`src/rtl/rdr_pkg.sv`:
```
// Shared types and constants for the radial deadzone rescaler.
// Holds the channel payload structs and the queue entry format; no dependencies.
package rdr_pkg;

  localparam int STICK_W      = 16;
  localparam int DZ_W         = 15;
  localparam int MAG_W        = 16;
  localparam int SUM_W        = 32;
  localparam int FULL_LOG2    = 15;
  localparam int AXQ_W        = 17;
  localparam int QUEUE_DEPTH  = 4;

  typedef struct packed {
    logic signed [STICK_W-1:0] stick_x;
    logic signed [STICK_W-1:0] stick_y;
  } in_t;

  typedef struct packed {
    logic signed [STICK_W-1:0] out_x;
    logic signed [STICK_W-1:0] out_y;
    logic                      in_deadzone;
  } out_t;

  typedef struct packed {
    logic             sx;
    logic             sy;
    logic [MAG_W-1:0] ax;
    logic [MAG_W-1:0] ay;
    logic [SUM_W-1:0] sum;
  } entry_t;

endpackage

```
`src/rtl/rdr_front.sv`:
```
// Front end of the rescaler: takes stick samples, forms magnitudes and the
// sum of squares, and holds them in a short queue. Depends on rdr_pkg.
module rdr_front (
  input  logic            clk,
  input  logic            rst_n,
  input  rdr_pkg::in_t    in_data,
  input  logic            in_valid,
  output logic            in_stall,
  output rdr_pkg::entry_t head,
  output logic            head_valid,
  input  logic            pop
);

  localparam int PW = $clog2(rdr_pkg::QUEUE_DEPTH);
  localparam int CW = $clog2(rdr_pkg::QUEUE_DEPTH + 1);

  rdr_pkg::entry_t q_mem [rdr_pkg::QUEUE_DEPTH];
  logic [PW-1:0] wr_ptr_r, wr_ptr_nxt;
  logic [PW-1:0] rd_ptr_r, rd_ptr_nxt;
  logic [CW-1:0] count_r, count_nxt;
  logic          push;
  rdr_pkg::entry_t wr_entry;

  always_comb begin
    wr_entry.sx  = in_data.stick_x[rdr_pkg::STICK_W-1];
    wr_entry.sy  = in_data.stick_y[rdr_pkg::STICK_W-1];
    wr_entry.ax  = wr_entry.sx ? rdr_pkg::MAG_W'(-in_data.stick_x)
                               : rdr_pkg::MAG_W'(in_data.stick_x);
    wr_entry.ay  = wr_entry.sy ? rdr_pkg::MAG_W'(-in_data.stick_y)
                               : rdr_pkg::MAG_W'(in_data.stick_y);
    wr_entry.sum = (rdr_pkg::SUM_W'(wr_entry.ax) * rdr_pkg::SUM_W'(wr_entry.ax))
                 + (rdr_pkg::SUM_W'(wr_entry.ay) * rdr_pkg::SUM_W'(wr_entry.ay));
  end

  assign in_stall   = (count_r == CW'(rdr_pkg::QUEUE_DEPTH));
  assign push       = in_valid & ~in_stall;
  assign head_valid = (count_r != '0);
  assign head       = q_mem[rd_ptr_r];

  always_comb begin
    wr_ptr_nxt = push ? wr_ptr_r + PW'(1) : wr_ptr_r;
    rd_ptr_nxt = pop ? rd_ptr_r + PW'(1) : rd_ptr_r;
    count_nxt  = count_r + CW'(push) - CW'(pop);
  end

  always_ff @(posedge clk) begin
    if (!rst_n) begin
      wr_ptr_r <= '0;
      rd_ptr_r <= '0;
      count_r  <= '0;
    end else begin
      wr_ptr_r <= wr_ptr_nxt;
      rd_ptr_r <= rd_ptr_nxt;
      count_r  <= count_nxt;
    end
  end

  always_ff @(posedge clk) begin
    if (push) begin
      q_mem[wr_ptr_r] <= wr_entry;
    end
  end

endmodule

```
`config.mk`:
```
export PLATFORM = sky130hd
export DESIGN_NAME = rdr_front
export DESIGN_NICKNAME = d
export VERILOG_FILES = /design/src/rtl/rdr_pkg.sv /design/src/rtl/rdr_front.sv
export SDC_FILE = /design/constraint.sdc
export NUM_CORES = 1
export LEC_CHECK = 0
export BUFFER_PORTS_ARGS = -buffer_cell sky130_fd_sc_hd__buf_4
export CORE_MARGIN = 2
export CORE_UTILIZATION = 67
export CTS_CLUSTER_SIZE = 28
export DETAILED_ROUTE_END_ITERATION = 10
export GPL_ROUTABILITY_DRIVEN = 0
export PLACE_DENSITY_LB_ADDON = 0.3
export REMOVE_ABC_BUFFERS = 1
export SKIP_LAST_GASP = 1
export SLEW_MARGIN = 20
export SYNTH_ARGS = -nofsm -noshare
export SYNTH_HDL_FRONTEND = slang
export SYNTH_SLANG_ARGS = --single-unit
```
`constraint.sdc`:
```
create_clock -name clk -period 15.45 [get_ports clk]
set_input_delay 1.545 -clock clk [delete_from_list [all_inputs] [get_ports clk]]
set_output_delay 1.545 -clock clk [all_outputs]
set_load 0.1 [all_outputs]
```
==> flow_summary.yaml <==
setup_path:
  critPathKind: "primary input to register"
  timing.rr.start: "count_r[1]$_SDFF_PN0_"
  cp_max_fo: 13
  crit_start: "in_data[16]"
  worstPathArrival_ns: 11.22
  cpMaxStageDelayCell: "o311ai_0"
  reg2reg_slack_ns: 12.83
  slowest_delay_ns: 0.72
  worst_r2r_endpoint: "q_mem[2][47]$_DFFE_PP_"
  critPathRequiredTime_ns: 15.70
  start_kind: "primary input"
  critical_path.endpoint: "q_mem[2][30]$_DFFE_PP_"
  crit_path_end_kind: "register"
  r2r_cells: 4
worst_hold_path:
  hold_path_class: "register to register"
  whs_path_depth: 2
clock_network:
  clock_path_buffers: 3
  clk_pin_slew_worst_paths_ns: 0.06
  root_buffer: "clkbuf_16"
  cts-resized-gates: 0
  cts_setup_buffers: 0
  cts_tree: "yes"
  postCtsHoldBufs: 0
  cts_buffers: 27
  clock_latency_ns: 0.55
  clock_sinks: 273
  htree_levels: 1
logic_synthesis:
  synthFlopType: "edfxtp_1"
  synth_common_cells: "inv_1 (531), fa_1 (384), edfxtp_1 (264), ha_1 (193), nor2_1 (148)"
  netlist_area_sq_um: 24800
  synthArstFlopShare_pct: 0
  ys_ff_latch: 273
  syn_avg_cell_area_sq_um: 12.2
  yosysTopAreaCell: "edfxtp_1"
  synth_cells: 2040
  ys_warn_count: 0
  yosysMostFrequentCell: "inv_1"
  synth_edf_count: 264
  yosys.cell_types.count: 58
  ys_seq_area_share_pct: 32.7
  synth_area_leaders: "edfxtp_1 (32%), fa_1 (31%), ha_1 (9.7%), inv_1 (8.0%), mux4_2 (6.0%)"
  synth_top_area_share_pct: 32.0
run_status:
  status: "completed"
routing:
  routed_wirelength_microns: 54300
  ant_nets: 0
  dr.pass1.iters: 6
  drc: 0
  vias: 15500
  wl_per_cell_microns: 20.4
  drt-initial-drc-count: 1040
  vias_per_cell: 5.80
global_routing:
  grt_pass1_wl_microns: 88400
  antenna_found_initial: 0
  grtUsageTotal_pct: 30.1
  gr-total-overflow: 0
  grt_max_degree: 46
  grt_pass1_vias: 17400
timing:
  slew_viol_final: 0
  timing.final.crit_share_pct: 71.0
  whs_ns: 0.583
  hold_violations: 0
  timing.fmax_mhz: 91.1
  tns_ns: 0
  worst_slew_pin_slew_ns: 1.04
  period_needed_ns: 10.97
  skew_ns: 0.00895
  setup_viol: 0
  rsz0062_at_grt: "false"
  slew_headroom_pct: 30.7
finish:
  fin_nets: 2791
  utilization_pct: 74.6
  fillers: 2310
  drive_above_1_share_pct: 11.8
  synthToLayoutAreaGrowth_pct: 9.92
  n_antenna_cell: 0
floorplan:
  design.die.area_sq_um: 38600
  core_area_sq_um: 36500
  die_width_microns: 196
  start_util_pct: 67.9
  die_y_microns: 196
  rows: 70
  io_pins: 104
job:
  drv_cap: 0
placed_design:
  place_hpwl_microns: 43100
  port_buffers: 103
[layer usage]
layer | global-route usage [%] | vias up | share of wire [%]
met2 | 53.0 | 647 | 52
met5 | 0 | - | 0
li1 | - | 6705 | -
met4 | 14.5 | 0 | 5.3
met3 | 5.13 | 192 | 7.4
met1 | 36.4 | 7924 | 35
[cells in the final DEF, fill, tap and decap left out, drive strengths merged, types with 15 or more instances in the layout]
cell type  netlist  layout
inv            539     541
fa             384     384
edfxtp         264     264
ha             193     193
nor2           148     148
nand2          129     129
buf             10     129
mux4            66      66
xnor2           39      39
clkbuf          32      37
xor2            30      30
o21ai           27      27
conb             2      24
a21oi           22      22
clkinv           8      15
[metrics by stage]
step	std cells	area (sq um)	worst slack, ns
floorplan	2020	24700	5.63
global placement	2617	26300	4.38
detailed placement	2617	26300	4.20
CTS	2666	27200	4.72
global route	2666	27200	3.97
finish	2666	27200	4.48
[worst max-delay path, delay by kind of cell]
family                   cells  cell delay [ns]
adder cells (fa/ha/maj)     10             4.52
AO/OA/AOI/OAI                8             2.23
buffers and inverters       10             1.52
AND/OR/NAND/NOR              3             0.71
XOR/XNOR                     1             0.67
[cell type report]
type                            instances  area, sq um  area share [%]
Inverter                              547         2050            7.54
Tap cell                              468          586            2.15
Timing Repair Buffer                  129          968            3.55
Sequential cell                       273         8110            29.8
Clock inverter                         12          141           0.519
Clock buffer                           37          817            3.00
Multi-Input combinational cell       1200        14600            53.5
[registers in the layout, summed over array words and instances, names as in the netlist, named ones only]
name	cells
rd_ptr_r	2
q_mem	264
count_r	3
wr_ptr_r	2
[logic make-up after synthesis]
group	Yosys count	share of synthesized area, %
other	2	0.0303
adder cells (fa/ha/maj)	577	40.8
buffers and inverters	589	8.95
AND/OR/NAND/NOR	357	6.23
flip-flops	273	32.7
multiplexers	68	6.08
XOR/XNOR	69	2.47
AO/OA/AOI/OAI	105	2.78
[worst min-delay path by stage]
stage | startpoint | end | slack, ns
after floorplan | wr_ptr_r[1]$_SDFFE_PN0P_ | wr_ptr_r[1]$_SDFFE_PN0P_ | 0.53
after CTS | rd_ptr_r[1]$_SDFFE_PN0P_ | register | 0.59
final | rd_ptr_r[1]$_SDFFE_PN0P_ | register | 0.58
after global placement | wr_ptr_r[1]$_SDFFE_PN0P_ | wr_ptr_r[1]$_SDFFE_PN0P_ | 0.55
after detailed placement | rd_ptr_r[1]$_SDFFE_PN0P_ | register | 0.57
after global routing | wr_ptr_r[1]$_SDFFE_PN0P_ | wr_ptr_r[1]$_SDFFE_PN0P_ | 0.63
Power is left out: the tool's default activity adds up to more than one toggle a clock period on the data nets, which glitch-free logic cannot reach.
